[src/rtl/number_token_length_scanner_assert.svh]
// ----------------------------------------------------------------------------
// Assertion macros for the number token length scanner
// Clocked on clk_i and disabled while rst_ni is low.
// ----------------------------------------------------------------------------
`ifndef NUMBER_TOKEN_LENGTH_SCANNER_ASSERT_SVH
`define NUMBER_TOKEN_LENGTH_SCANNER_ASSERT_SVH

// Consequent must hold in the same cycle as the antecedent.
`define NTLS_ASSERT_IMPL(lbl, ante, cons, msg) \
  lbl: assert property (@(posedge clk_i) disable iff (!rst_ni) (ante) |-> (cons)) \
    else $error(msg);

// Consequent must hold in the cycle after the antecedent.
`define NTLS_ASSERT_NEXT(lbl, ante, cons, msg) \
  lbl: assert property (@(posedge clk_i) disable iff (!rst_ni) (ante) |=> (cons)) \
    else $error(msg);

`endif

[src/rtl/ntls_pkg.sv]
// ----------------------------------------------------------------------------
// ntls_pkg
// Types and helper functions shared by the number token length scanner.
// ----------------------------------------------------------------------------
package ntls_pkg;

  // Character classes produced by the front end.
  typedef enum logic [4:0] {
    CL_OTHER,
    CL_DIGIT,
    CL_SIGN,
    CL_DOT,
    CL_EXP,
    CL_I,
    CL_N,
    CL_F,
    CL_T,
    CL_Y,
    CL_A,
    CL_SLASH,
    CL_INFSIGN,
    CL_GLYPH,
    CL_SUP,
    CL_FSLASH,
    CL_SUB
  } cls_e;

  typedef enum logic [3:0] {
    PH_IDLE,
    PH_SIGN,
    PH_INT,
    PH_FRAC,
    PH_EXP,
    PH_EXPSIGN,
    PH_EXPDIG,
    PH_TSTART,
    PH_SPEC_INF,
    PH_SPEC_NAN,
    PH_GLYPH,
    PH_SUP,
    PH_SLASH,
    PH_SUB
  } phase_e;

  typedef enum logic [2:0] {
    KIND_NONE,
    KIND_DECIMAL,
    KIND_RATIONAL,
    KIND_SPECIAL,
    KIND_FRACTION
  } kind_e;

  // One classified character as held in the queue.
  typedef struct packed {
    cls_e       cls;
    logic [2:0] bytes;
    logic       start;
  } entry_t;

  // One result item.
  typedef struct packed {
    logic [7:0] len;
    kind_e      kind;
    logic       imag;
    logic       too_long;
  } res_t;

  typedef struct packed {
    logic       over;
    logic [7:0] len;
  } sum_t;

  // Saturating length add.
  function automatic sum_t sat_add(logic [7:0] a, logic [2:0] b, logic [7:0] cap);
    logic [8:0] s;
    sum_t       r;
    s = {1'b0, a} + {6'b0, b};
    if (s > {1'b0, cap}) begin
      r.over = 1'b1;
      r.len  = cap;
    end else begin
      r.over = 1'b0;
      r.len  = s[7:0];
    end
    return r;
  endfunction

  // Expected letter at position pos of the word "infinity".
  function automatic logic inf_letter(logic [2:0] pos, cls_e c);
    logic ok;
    case (pos)
      3'd0, 3'd3, 3'd5: ok = (c == CL_I);
      3'd1, 3'd4:       ok = (c == CL_N);
      3'd2:             ok = (c == CL_F);
      3'd6:             ok = (c == CL_T);
      default:          ok = (c == CL_Y);
    endcase
    return ok;
  endfunction

  // Expected letter at position pos of the word "nan".
  function automatic logic nan_letter(logic [1:0] pos, cls_e c);
    logic ok;
    case (pos)
      2'd1:    ok = (c == CL_A);
      default: ok = (c == CL_N);
    endcase
    return ok;
  endfunction

endpackage

[src/rtl/ntls_front.sv]
// ----------------------------------------------------------------------------
// ntls_front
// Accepts characters and reduces each code point to a character class.
// ----------------------------------------------------------------------------
module ntls_front (
  input  logic                  s_valid_i,
  output logic                  s_ready_o,
  input  logic [20:0]           code_point_i,
  input  logic [2:0]            char_bytes_i,
  input  logic                  starts_scan_i,
  input  logic                  text_end_i,
  input  logic                  q_ready_i,
  output logic                  q_push_o,
  output ntls_pkg::entry_t      q_entry_o
);

  localparam logic [20:0] CpInfSign  = 21'h0221E;
  localparam logic [20:0] CpFracSl   = 21'h02044;
  localparam logic [20:0] CpSup2     = 21'h000B2;
  localparam logic [20:0] CpSup3     = 21'h000B3;
  localparam logic [20:0] CpSup1     = 21'h000B9;
  localparam logic [20:0] CpSup0     = 21'h02070;
  localparam logic [20:0] CpSup4     = 21'h02074;
  localparam logic [20:0] CpSup9     = 21'h02079;
  localparam logic [20:0] CpGlyphLo  = 21'h000BC;
  localparam logic [20:0] CpGlyphHi  = 21'h000BE;
  localparam logic [20:0] CpVulgLo   = 21'h02150;
  localparam logic [20:0] CpVulgHi   = 21'h0215E;
  localparam logic [20:0] CpSub0     = 21'h02080;
  localparam logic [20:0] CpSub9     = 21'h02089;

  function automatic ntls_pkg::cls_e classify(logic [20:0] c);
    ntls_pkg::cls_e k;
    if (c >= 21'h30 && c <= 21'h39)                   k = ntls_pkg::CL_DIGIT;
    else if (c == 21'h2B || c == 21'h2D)              k = ntls_pkg::CL_SIGN;
    else if (c == 21'h2E)                             k = ntls_pkg::CL_DOT;
    else if (c == 21'h65 || c == 21'h45)              k = ntls_pkg::CL_EXP;
    else if (c == 21'h69 || c == 21'h49)              k = ntls_pkg::CL_I;
    else if (c == 21'h6E || c == 21'h4E)              k = ntls_pkg::CL_N;
    else if (c == 21'h66 || c == 21'h46)              k = ntls_pkg::CL_F;
    else if (c == 21'h74 || c == 21'h54)              k = ntls_pkg::CL_T;
    else if (c == 21'h79 || c == 21'h59)              k = ntls_pkg::CL_Y;
    else if (c == 21'h61 || c == 21'h41)              k = ntls_pkg::CL_A;
    else if (c == 21'h2F)                             k = ntls_pkg::CL_SLASH;
    else if (c == CpInfSign)                          k = ntls_pkg::CL_INFSIGN;
    else if ((c >= CpGlyphLo && c <= CpGlyphHi) ||
             (c >= CpVulgLo && c <= CpVulgHi))        k = ntls_pkg::CL_GLYPH;
    else if (c == CpSup2 || c == CpSup3 || c == CpSup1 || c == CpSup0 ||
             (c >= CpSup4 && c <= CpSup9))            k = ntls_pkg::CL_SUP;
    else if (c == CpFracSl)                           k = ntls_pkg::CL_FSLASH;
    else if (c >= CpSub0 && c <= CpSub9)              k = ntls_pkg::CL_SUB;
    else                                              k = ntls_pkg::CL_OTHER;
    return k;
  endfunction

  assign s_ready_o = q_ready_i;
  assign q_push_o  = s_valid_i & q_ready_i;

  // The end of text is a character of no class and no width.
  always_comb begin
    q_entry_o.cls   = text_end_i ? ntls_pkg::CL_OTHER : classify(code_point_i);
    q_entry_o.bytes = text_end_i ? 3'd0 : char_bytes_i;
    q_entry_o.start = starts_scan_i;
  end

endmodule

[src/rtl/ntls_fifo.sv]
// ----------------------------------------------------------------------------
// ntls_fifo
// Two-entry queue between the classifying front end and the recogniser.
// ----------------------------------------------------------------------------
`include "number_token_length_scanner_assert.svh"

module ntls_fifo (
  input  logic              clk_i,
  input  logic              rst_ni,
  input  logic              push_i,
  input  ntls_pkg::entry_t  push_entry_i,
  output logic              ready_o,
  output logic              valid_o,
  input  logic              pop_i,
  output ntls_pkg::entry_t  pop_entry_o
);

  ntls_pkg::entry_t mem_q [2];
  logic             wr_ptr_q, wr_ptr_d;
  logic             rd_ptr_q, rd_ptr_d;
  logic [1:0]       cnt_q, cnt_d;

  assign ready_o     = (cnt_q != 2'd2);
  assign valid_o     = (cnt_q != 2'd0);
  assign pop_entry_o = mem_q[rd_ptr_q];

  always_comb begin
    wr_ptr_d = push_i ? ~wr_ptr_q : wr_ptr_q;
    rd_ptr_d = pop_i ? ~rd_ptr_q : rd_ptr_q;
    cnt_d    = cnt_q;
    if (push_i && !pop_i) begin
      cnt_d = cnt_q + 2'd1;
    end else if (pop_i && !push_i) begin
      cnt_d = cnt_q - 2'd1;
    end
  end

  always_ff @(posedge clk_i or negedge rst_ni) begin
    if (!rst_ni) begin
      wr_ptr_q <= 1'b0;
      rd_ptr_q <= 1'b0;
      cnt_q    <= 2'd0;
    end else begin
      wr_ptr_q <= wr_ptr_d;
      rd_ptr_q <= rd_ptr_d;
      cnt_q    <= cnt_d;
    end
  end

  always_ff @(posedge clk_i) begin
    if (push_i) begin
      mem_q[wr_ptr_q] <= push_entry_i;
    end
  end

  `NTLS_ASSERT_IMPL(a_no_pop_empty, pop_i, cnt_q != 2'd0, "queue popped while empty")
  `NTLS_ASSERT_IMPL(a_no_push_full, push_i, cnt_q != 2'd2, "queue pushed while full")
  `NTLS_ASSERT_NEXT(a_cnt_grows, push_i && !pop_i, cnt_q == 2'($past(cnt_q) + 2'd1), "queue count did not grow")

endmodule

[src/rtl/ntls_back.sv]
// ----------------------------------------------------------------------------
// ntls_back
// Recogniser state machine with saturating lengths and the result register.
// ----------------------------------------------------------------------------
`include "number_token_length_scanner_assert.svh"

module ntls_back #(
  parameter int MAX_TOKEN_BYTES = 255
) (
  input  logic              clk_i,
  input  logic              rst_ni,
  input  logic              allow_i,
  input  logic              q_valid_i,
  input  ntls_pkg::entry_t  q_entry_i,
  output logic              q_pop_o,
  output logic              m_valid_o,
  input  logic              m_ready_i,
  output ntls_pkg::res_t    m_res_o
);

  localparam int         CapInt = (MAX_TOKEN_BYTES < 255) ? MAX_TOKEN_BYTES : 255;
  localparam logic [7:0] LenCap = 8'(CapInt);

  ntls_pkg::phase_e ph_q, ph_d;
  logic [7:0]       comm_q, comm_d;
  logic [7:0]       tent_q, tent_d;
  logic [3:0]       pos_q, pos_d;
  logic             tail_q, tail_d;
  logic             over_q, over_d;

  logic             out_valid_q, out_valid_d;
  ntls_pkg::res_t   out_res_q;

  ntls_pkg::sum_t   tadd, cadd;
  ntls_pkg::cls_e   cls;
  logic [7:0]       b8;
  logic             do_take, do_commit, dec_done;
  logic             emit;
  logic [7:0]       e_len;
  ntls_pkg::kind_e  e_kind, kind_dec;
  logic             e_imag;
  ntls_pkg::res_t   res;

  assign cls      = q_entry_i.cls;
  assign b8       = {5'b0, q_entry_i.bytes};
  assign tadd     = ntls_pkg::sat_add(tent_q, q_entry_i.bytes, LenCap);
  assign cadd     = ntls_pkg::sat_add(comm_q, q_entry_i.bytes, LenCap);
  assign kind_dec = tail_q ? ntls_pkg::KIND_RATIONAL : ntls_pkg::KIND_DECIMAL;

  // A new character is taken whenever the result register is free or drains.
  assign q_pop_o   = q_valid_i & (~out_valid_q | m_ready_i);
  assign m_valid_o = out_valid_q;
  assign m_res_o   = out_res_q;

  always_comb begin
    ph_d      = ph_q;
    comm_d    = comm_q;
    tent_d    = tent_q;
    pos_d     = pos_q;
    tail_d    = tail_q;
    over_d    = over_q;
    do_take   = 1'b0;
    do_commit = 1'b0;
    dec_done  = 1'b0;
    emit      = 1'b0;
    e_len     = 8'd0;
    e_kind    = ntls_pkg::KIND_NONE;
    e_imag    = 1'b0;

    if (q_entry_i.start) begin
      // Fresh scan: a single character never reaches the cap.
      comm_d = 8'd0;
      tent_d = 8'd0;
      pos_d  = 4'd0;
      tail_d = 1'b0;
      over_d = 1'b0;
      if (cls == ntls_pkg::CL_SIGN) begin
        tent_d = b8;
        ph_d   = ntls_pkg::PH_SIGN;
      end else if (cls == ntls_pkg::CL_DIGIT) begin
        tent_d = b8;
        comm_d = b8;
        ph_d   = ntls_pkg::PH_INT;
      end else if (cls == ntls_pkg::CL_DOT) begin
        tent_d = b8;
        comm_d = b8;
        ph_d   = ntls_pkg::PH_FRAC;
      end else if (allow_i && cls == ntls_pkg::CL_INFSIGN) begin
        emit   = 1'b1;
        e_len  = b8;
        e_kind = ntls_pkg::KIND_SPECIAL;
      end else if (allow_i && cls == ntls_pkg::CL_I) begin
        tent_d = b8;
        pos_d  = 4'd1;
        ph_d   = ntls_pkg::PH_SPEC_INF;
      end else if (allow_i && cls == ntls_pkg::CL_N) begin
        tent_d = b8;
        pos_d  = 4'd1;
        ph_d   = ntls_pkg::PH_SPEC_NAN;
      end else if (cls == ntls_pkg::CL_GLYPH) begin
        tent_d = b8;
        comm_d = b8;
        ph_d   = ntls_pkg::PH_GLYPH;
      end else if (cls == ntls_pkg::CL_SUP) begin
        tent_d = b8;
        ph_d   = ntls_pkg::PH_SUP;
      end else begin
        emit = 1'b1;
      end
    end else begin
      unique case (ph_q)
        ntls_pkg::PH_IDLE: begin
        end
        ntls_pkg::PH_TSTART, ntls_pkg::PH_SIGN: begin
          if (ph_q == ntls_pkg::PH_TSTART && cls == ntls_pkg::CL_SIGN) begin
            do_take = 1'b1;
            ph_d    = ntls_pkg::PH_SIGN;
          end else if (cls == ntls_pkg::CL_DIGIT) begin
            do_take   = 1'b1;
            do_commit = 1'b1;
            ph_d      = ntls_pkg::PH_INT;
          end else if (cls == ntls_pkg::CL_DOT) begin
            do_take   = 1'b1;
            do_commit = 1'b1;
            ph_d      = ntls_pkg::PH_FRAC;
          end else begin
            // Reported as a plain decimal even inside a rational tail.
            emit   = 1'b1;
            e_len  = comm_q;
            e_kind = ntls_pkg::KIND_DECIMAL;
          end
        end
        ntls_pkg::PH_INT: begin
          if (cls == ntls_pkg::CL_DIGIT) begin
            do_take   = 1'b1;
            do_commit = 1'b1;
          end else if (cls == ntls_pkg::CL_DOT) begin
            do_take   = 1'b1;
            do_commit = 1'b1;
            ph_d      = ntls_pkg::PH_FRAC;
          end else if (cls == ntls_pkg::CL_EXP) begin
            do_take = 1'b1;
            ph_d    = ntls_pkg::PH_EXP;
          end else begin
            dec_done = 1'b1;
          end
        end
        ntls_pkg::PH_FRAC: begin
          if (cls == ntls_pkg::CL_DIGIT) begin
            do_take   = 1'b1;
            do_commit = 1'b1;
          end else if (cls == ntls_pkg::CL_EXP) begin
            do_take = 1'b1;
            ph_d    = ntls_pkg::PH_EXP;
          end else begin
            dec_done = 1'b1;
          end
        end
        ntls_pkg::PH_EXP, ntls_pkg::PH_EXPSIGN: begin
          if (ph_q == ntls_pkg::PH_EXP && cls == ntls_pkg::CL_SIGN) begin
            do_take = 1'b1;
            ph_d    = ntls_pkg::PH_EXPSIGN;
          end else if (cls == ntls_pkg::CL_DIGIT) begin
            do_take   = 1'b1;
            do_commit = 1'b1;
            ph_d      = ntls_pkg::PH_EXPDIG;
          end else begin
            // No digit after the exponent mark: the exponent is dropped.
            emit   = 1'b1;
            e_len  = comm_q;
            e_kind = kind_dec;
          end
        end
        ntls_pkg::PH_EXPDIG: begin
          if (cls == ntls_pkg::CL_DIGIT) begin
            do_take   = 1'b1;
            do_commit = 1'b1;
          end else begin
            dec_done = 1'b1;
          end
        end
        ntls_pkg::PH_SPEC_INF: begin
          if (!pos_q[3] && ntls_pkg::inf_letter(pos_q[2:0], cls)) begin
            do_take = 1'b1;
            pos_d   = pos_q + 4'd1;
            if (pos_q == 4'd2) begin
              do_commit = 1'b1;
            end
            if (pos_q == 4'd7) begin
              emit   = 1'b1;
              e_len  = tadd.len;
              e_kind = ntls_pkg::KIND_SPECIAL;
            end
          end else if (pos_q >= 4'd3) begin
            emit   = 1'b1;
            e_len  = comm_q;
            e_kind = ntls_pkg::KIND_SPECIAL;
          end else begin
            emit = 1'b1;
          end
        end
        ntls_pkg::PH_SPEC_NAN: begin
          if (pos_q < 4'd3 && ntls_pkg::nan_letter(pos_q[1:0], cls)) begin
            do_take = 1'b1;
            pos_d   = pos_q + 4'd1;
            if (pos_q == 4'd2) begin
              emit   = 1'b1;
              e_len  = tadd.len;
              e_kind = ntls_pkg::KIND_SPECIAL;
            end
          end else begin
            emit = 1'b1;
          end
        end
        ntls_pkg::PH_GLYPH: begin
          emit   = 1'b1;
          e_kind = ntls_pkg::KIND_FRACTION;
          if (cls == ntls_pkg::CL_I) begin
            e_len  = cadd.len;
            e_imag = 1'b1;
            over_d = over_q | cadd.over;
          end else begin
            e_len = comm_q;
          end
        end
        ntls_pkg::PH_SUP: begin
          if (cls == ntls_pkg::CL_SUP) begin
            do_take = 1'b1;
          end else if (cls == ntls_pkg::CL_FSLASH) begin
            do_take = 1'b1;
            ph_d    = ntls_pkg::PH_SLASH;
          end else begin
            emit = 1'b1;
          end
        end
        ntls_pkg::PH_SLASH: begin
          if (cls == ntls_pkg::CL_SUB) begin
            do_take   = 1'b1;
            do_commit = 1'b1;
            ph_d      = ntls_pkg::PH_SUB;
          end else begin
            emit = 1'b1;
          end
        end
        ntls_pkg::PH_SUB: begin
          if (cls == ntls_pkg::CL_SUB) begin
            do_take   = 1'b1;
            do_commit = 1'b1;
          end else begin
            emit   = 1'b1;
            e_kind = ntls_pkg::KIND_FRACTION;
            if (cls == ntls_pkg::CL_I) begin
              e_len  = cadd.len;
              e_imag = 1'b1;
              over_d = over_q | cadd.over;
            end else begin
              e_len = comm_q;
            end
          end
        end
        default: begin
          ph_d = ntls_pkg::PH_IDLE;
        end
      endcase

      if (do_take) begin
        tent_d = tadd.len;
        over_d = over_q | tadd.over;
        if (do_commit) begin
          comm_d = tadd.len;
        end
      end

      // End of a decimal part: rational slash, imaginary suffix or stop.
      if (dec_done) begin
        if (!tail_q && cls == ntls_pkg::CL_SLASH) begin
          tent_d = cadd.len;
          over_d = over_q | cadd.over;
          tail_d = 1'b1;
          ph_d   = ntls_pkg::PH_TSTART;
        end else if (cls == ntls_pkg::CL_I) begin
          emit   = 1'b1;
          e_len  = cadd.len;
          e_kind = kind_dec;
          e_imag = 1'b1;
          over_d = over_q | cadd.over;
        end else begin
          emit   = 1'b1;
          e_len  = comm_q;
          e_kind = kind_dec;
        end
      end
    end

    if (emit) begin
      ph_d = ntls_pkg::PH_IDLE;
    end

    res.len      = e_len;
    res.kind     = (e_len == 8'd0) ? ntls_pkg::KIND_NONE : e_kind;
    res.imag     = (e_len == 8'd0) ? 1'b0 : e_imag;
    res.too_long = over_d & (e_len == LenCap);

    out_valid_d = out_valid_q;
    if (q_pop_o && emit) begin
      out_valid_d = 1'b1;
    end else if (m_ready_i) begin
      out_valid_d = 1'b0;
    end
  end

  always_ff @(posedge clk_i or negedge rst_ni) begin
    if (!rst_ni) begin
      ph_q        <= ntls_pkg::PH_IDLE;
      comm_q      <= 8'd0;
      tent_q      <= 8'd0;
      pos_q       <= 4'd0;
      tail_q      <= 1'b0;
      over_q      <= 1'b0;
      out_valid_q <= 1'b0;
    end else begin
      out_valid_q <= out_valid_d;
      if (q_pop_o) begin
        ph_q   <= ph_d;
        comm_q <= comm_d;
        tent_q <= tent_d;
        pos_q  <= pos_d;
        tail_q <= tail_d;
        over_q <= over_d;
      end
    end
  end

  always_ff @(posedge clk_i) begin
    if (q_pop_o && emit) begin
      out_res_q <= res;
    end
  end

  `NTLS_ASSERT_IMPL(a_comm_le_tent, 1'b1, comm_q <= tent_q, "committed length above tentative")
  `NTLS_ASSERT_IMPL(a_zero_is_none, out_valid_q && out_res_q.len == 8'd0, out_res_q.kind == ntls_pkg::KIND_NONE && !out_res_q.imag, "empty token with a kind")
  `NTLS_ASSERT_IMPL(a_long_at_cap, out_valid_q && out_res_q.too_long, out_res_q.len == LenCap, "overflow flag below the cap")

endmodule

[src/rtl/number_token_length_scanner.sv]
// ----------------------------------------------------------------------------
// number_token_length_scanner
// The character that settles a result passes through the queue, and the result
// is then held in the recogniser's result register.
// Throughput: one character per cycle while each result is taken as it is issued.
// Reset (rst_ni low, asynchronous): recogniser idle, queue empty, no result
// pending, allow_special_values set to 1.
// ----------------------------------------------------------------------------
//
// The block reports the byte length of the longest number token starting at a
// scan position. Characters arrive on the slave stream with their encoded
// byte widths; a character flagged as a scan start opens a new scan and drops
// any unfinished one.
//
// The front end classifies every accepted code point into a small class code
// (digit, sign, dot, exponent mark, the letters of the special names, slash,
// fraction glyphs, superscript and subscript digits and so on). The classes
// travel through a two-entry queue to the recogniser, which holds the scan
// phase, the committed and tentative lengths, the position inside a special
// name, and the rational tail and overflow flags. Each transaction that
// settles a token loads the result register. While that result waits without
// being taken, the recogniser takes no further character from the queue; it
// carries on in the cycle in which the result is accepted, so a result that
// is taken at once holds up nothing, and a stalled result stream holds up the
// character stream once the two queue entries have filled.
//
// Lengths saturate at MAX_TOKEN_BYTES or 255, whichever is smaller.
//
// The single configuration register, allow_special_values, sits at byte
// address 0 of the APB-style port; writes complete in the access phase.

module number_token_length_scanner #(
  parameter int MAX_TOKEN_BYTES = 255
) (
  input  logic        clk_i,
  input  logic        rst_ni,

  // Character stream.
  input  logic        s_axis_tvalid,
  output logic        s_axis_tready,
  input  logic [23:0] s_axis_tdata,   // [20:0] code_point, [23:21] char_bytes
  input  logic [1:0]  s_axis_tuser,   // [0] starts_scan, [1] text_end

  // Result stream.
  output logic        m_axis_tvalid,
  input  logic        m_axis_tready,
  output logic [15:0] m_axis_tdata,   // [7:0] match_bytes, [10:8] token_kind, rest 0
  output logic [1:0]  m_axis_tuser,   // [0] imaginary, [1] too_long

  // Configuration port.
  input  logic        psel,
  input  logic        penable,
  input  logic        pwrite,
  input  logic [2:0]  paddr,
  input  logic [31:0] pwdata,
  output logic [31:0] prdata,
  output logic        pready
);

  logic             allow_q, allow_d;
  logic             cfg_wr;

  logic             q_push, q_ready, q_valid, q_pop;
  ntls_pkg::entry_t push_entry, pop_entry;
  ntls_pkg::res_t   res;

  // Register 0 is the only one; bit 2 of the address selects beyond it.
  assign pready = 1'b1;
  assign cfg_wr = psel & penable & pwrite & pready & ~paddr[2];
  assign prdata = paddr[2] ? 32'd0 : {31'd0, allow_q};

  always_comb begin
    allow_d = allow_q;
    if (cfg_wr) begin
      allow_d = pwdata[0];
    end
  end

  always_ff @(posedge clk_i or negedge rst_ni) begin
    if (!rst_ni) begin
      allow_q <= 1'b1;
    end else begin
      allow_q <= allow_d;
    end
  end

  // Classifying front end.
  ntls_front u_front (
    .s_valid_i     (s_axis_tvalid),
    .s_ready_o     (s_axis_tready),
    .code_point_i  (s_axis_tdata[20:0]),
    .char_bytes_i  (s_axis_tdata[23:21]),
    .starts_scan_i (s_axis_tuser[0]),
    .text_end_i    (s_axis_tuser[1]),
    .q_ready_i     (q_ready),
    .q_push_o      (q_push),
    .q_entry_o     (push_entry)
  );

  // Decoupling queue.
  ntls_fifo u_fifo (
    .clk_i        (clk_i),
    .rst_ni       (rst_ni),
    .push_i       (q_push),
    .push_entry_i (push_entry),
    .ready_o      (q_ready),
    .valid_o      (q_valid),
    .pop_i        (q_pop),
    .pop_entry_o  (pop_entry)
  );

  // Recogniser and result register.
  ntls_back #(
    .MAX_TOKEN_BYTES (MAX_TOKEN_BYTES)
  ) u_back (
    .clk_i     (clk_i),
    .rst_ni    (rst_ni),
    .allow_i   (allow_q),
    .q_valid_i (q_valid),
    .q_entry_i (pop_entry),
    .q_pop_o   (q_pop),
    .m_valid_o (m_axis_tvalid),
    .m_ready_i (m_axis_tready),
    .m_res_o   (res)
  );

  assign m_axis_tdata = {5'd0, res.kind, res.len};
  assign m_axis_tuser = {res.too_long, res.imag};

endmodule

[config.mk]
export PLATFORM = sky130hd
export DESIGN_NAME = number_token_length_scanner
export DESIGN_NICKNAME = d
export VERILOG_FILES = /design/src/rtl/ntls_pkg.sv /design/src/rtl/ntls_front.sv /design/src/rtl/ntls_fifo.sv /design/src/rtl/ntls_back.sv /design/src/rtl/number_token_length_scanner.sv
export VERILOG_INCLUDE_DIRS = /design/src /design/src/rtl
export SDC_FILE = /design/constraint.sdc
export NUM_CORES = 1
export LEC_CHECK = 0
export BUFFER_PORTS_ARGS = -buffer_cell sky130_fd_sc_hd__buf_2
export CAP_MARGIN = 20
export CORE_MARGIN = 3
export CORE_UTILIZATION = 51
export DETAILED_ROUTE_END_ITERATION = 6
export PLACE_DENSITY = 0.81
export SYNTH_ARGS = -nofsm -noshare
export SYNTH_HDL_FRONTEND = slang
export SYNTH_SLANG_ARGS = --single-unit
[constraint.sdc]
create_clock -name clk_i -period 4 [get_ports clk_i]
set_clock_uncertainty 0.1 [all_clocks]
set_input_delay 0.6 -clock clk_i [delete_from_list [all_inputs] [get_ports clk_i]]
set_output_delay 0.6 -clock clk_i [all_outputs]
set_load 0.01 [all_outputs]
==> results.py <==
metrics = {
    "status": {
        "run_status": "finished, final reports clean",
    },
    "clocking": {
        "insertion_delay_ns": 0.35,
        "root_buffer": "clkbuf_8",
        "cts_tree": "built",
        "h-tree-depth": 3,
        "cts_buffer_depth": 2,
        "numClockSinks": 63,
        "cts_inserted_buffers": 9,
        "cts_hold_buf": 0,
        "cts_setup_buffers": 0,
        "clkTransAtPathRegs_ns": 0.07,
    },
    "routing": {
        "post-route-drc-count": 0,
        "drtIter0Drc": 520,
        "drtPass1Iterations": 6,
        "postRouteAntennaNets": 0,
        "routedWlPerCell_um": 17.8,
        "viasPerCell": 6.42,
        "routed_wl_um": 15000,
        "num_vias": 5429,
    },
    "yosys": {
        "ys_ff_latch": 63,
        "post-synth-top-area-cell": "edfxtp_1",
        "ys_types": 100,
        "ys_warn_count": 0,
        "netlist_top_cells_count": "nor2_1, nand2_1, a21oi_1, buf_4",
        "synth_area_per_cell_um2": 8.63,
        "synth_seq_area_share_pct": 30.5,
        "ys_async_sr_fraction_pct": 50.8,
        "synth_cells": 658,
        "yosysMostFrequentCell": "nor2_1",
        "synth_area_leaders": "edfxtp_1, dfrtp_1, buf_4, nor2_1, a21oi_1",
        "synth-main-ff-cell": "edfxtp_1",
        "syn_area_um2": 5680,
        "yosys.area.top_type_share_pct": 16.4,
        "synth_edf_count": 31,
    },
    "hold_path": {
        "hold_class": "primary input to async pin",
    },
    "job": {
        "cap_violations": 0,
    },
    "sta": {
        "final-setup-viol-count": 0,
        "tightest_slew_ns": 0.819,
        "min_period_ns": 3.75,
        "setup_slack_ns": 0.246,
        "max_freq_mhz": 266,
        "hold_violations": 0,
        "finalMaxSlewViolations": 0,
        "holdWs_ns": 0.238,
        "max_slew_margin_pct": 45.4,
        "post-route-period-util_pct": 93.9,
    },
    "die": {
        "die_w_um": 112,
        "fp.dieArea_um2": 12400,
        "rows": 37,
        "die_h_um": 112,
        "start_util_pct": 53.8,
        "core-area_um2": 10600,
        "io_pins": 121,
    },
    "worst_setup_path": {
        "required_ns": 4.09,
        "slowest_stage": "o21ai_1",
        "startpoint_type": "flop",
        "crit_type": "flop to flop",
        "r2r-start": "u_back.pos_q[0]$_DFFE_PN0P_",
        "path_cells": "ha_1 -> ha_1 -> or3_1 -> a2111oi_2 -> o311ai_1 -> and2_1 -> o21ai_1 -> a221oi_1 -> a21oi_2 -> nor3_4 -> a211oi_1",
        "critPathArrivalTime_ns": 3.84,
        "crit_top_cell": "ha_1",
        "crit_path_end_kind": "flop",
        "slowest_delay_ns": 0.53,
        "cp_max_fo": 6,
        "crit_path_start": "u_back.pos_q[0]$_DFFE_PN0P_",
    },
    "finish": {
        "n_antenna_cell": 0,
        "nets": 786,
        "finish.utilization_pct": 58.2,
        "syn_to_final_growth_pct": 8.22,
        "layout-drive-gt1-share_pct": 17.8,
    },
    "place": {
        "port_buffers": 50,
        "gp_congestion": 0.990,
        "hpwl_um": 11400,
        "dp_slack_ns": 0.149,
    },
    "global_route": {
        "overflow": 0,
        "antenna_found_initial": 0,
        "grt_max_degree": 33,
        "grtUsageTotal_pct": 24.2,
        "grt_pass1_vias": 5182,
        "grt_pass1_wl_um": 25000,
    },
    "power": {
        "p_leak_nw": 2.41,
        "power_density_nw_per_um2": 581,
        "p_total_w": 0.00357,
        "ir_worst_vdd_mv": 0.456,
    },
}
final timing paths:
kind	end	slack, ns	cells past startpoint
setup / recovery	u_back.m_res_o[4]$_SDFFCE_PP0P_	0.25	11
hold reg to reg	u_fifo.wr_ptr_q$_DFFE_PN0P_	0.40	1
setup reg to reg	u_back.m_res_o[4]$_SDFFCE_PP0P_	0.25	11
hold / removal	u_back.ph_q[1]$_DFFE_PN0P_	0.24	1
min in group clk_i	u_fifo.mem_q[0][0]$_DFFE_PP_	0.34	1
max in group asynchronous	u_back.pos_q[2]$_DFFE_PN0P_	3.03	1
logic make-up after synthesis:
family / after synthesis / synth area share [%]
buffers and inverters: 92 / 9.25
other: 2 / 0.132
AO/OA/AOI/OAI: 194 / 25.0
flip-flops: 63 / 30.5
XOR/XNOR: 13 / 2.00
AND/OR/NAND/NOR: 257 / 25.5
adder cells (fa/ha/maj): 15 / 3.52
multiplexers: 22 / 4.12
per-stage QoR:
stage | setup TNS [ns] | instance area [um2] | instances
2_1_floorplan | 0 | 5810 | 693
3_3_place_gp | 0 | 5930 | 829
3_5_place_dp | 0 | 5930 | 829
4_1_cts | 0 | 6120 | 845
5_1_grt | -0.000297 | 6150 | 845
6_report | 0 | 6150 | 845
per-layer routing:
| layer | global-route usage (%) | part of all wire (%) | vias up |
|---|---|---|---|
| met5 | 0 | 0 | - |
| met4 | 8.11 | 2.9 | 0 |
| met3 | 5.27 | 11 | 46 |
| met2 | 38.6 | 45 | 350 |
| met1 | 32.8 | 42 | 2525 |
| li1 | - | - | 2508 |
power by group:
part	switching [W]	total [W]	internal, W	leakage (nW)
clock network	0.000264	0.000546	0.000282	0.0924
registers	0.000162	0.00108	0.000916	0.720
logic	0.00122	0.00194	0.000720	1.59
total	0.00165	0.00357	0.00192	2.41
cell usage in the layout (no fill, tap or decap), types with 13 or more instances in the layout:
cell	Yosys	routed
nor2_1	56	56
nand2_1	54	54
buf_2	0	50
a21oi_1	41	40
conb_1	2	37
dfrtp_1	31	31
edfxtp_1	31	31
o21ai_0	27	27
inv_1	22	22
nor3_1	23	22
nand3_1	20	20
buf_4	39	18
nor2b_1	16	16
mux2i_1	14	14
nand2b_1	13	13
registers in the layout (all words and copies together) (netlist names), 2 cells and up:
| signal | count |
|---|---|
| u_back.m_res_o | 13 |
| u_back.pos_q | 4 |
| u_fifo.cnt_q | 2 |
| u_fifo.mem_q | 18 |
| u_back.comm_q | 8 |
| u_back.tent_q | 8 |
| u_back.ph_q | 4 |
cell type report:
cell class / count / area (um2)
fillers: 925 / 4410
clock buffers: 9 / 124
flip-flops and latches: 63 / 1730
clock inverters: 7 / 63.8
multi-input cells: 538 / 3580
inverters: 24 / 90.1
repair buffers: 68 / 385
well taps: 136 / 170
critical path: cells and delay by family (launching register included):
kind	cells	cell delay [ns]
AO/OA/AOI/OAI	6	1.75
adder cells (fa/ha/maj)	2	0.52
flip-flops	1	0.44
AND/OR/NAND/NOR	3	0.78
repair_timing:
action / in CTS / in global routing
setup endpoints to repair: 0 / 7
resized for setup: 0 / 6
hold endpoints to repair: 0 / 0
No activity file was read; power rests on OpenSTA's default activity.
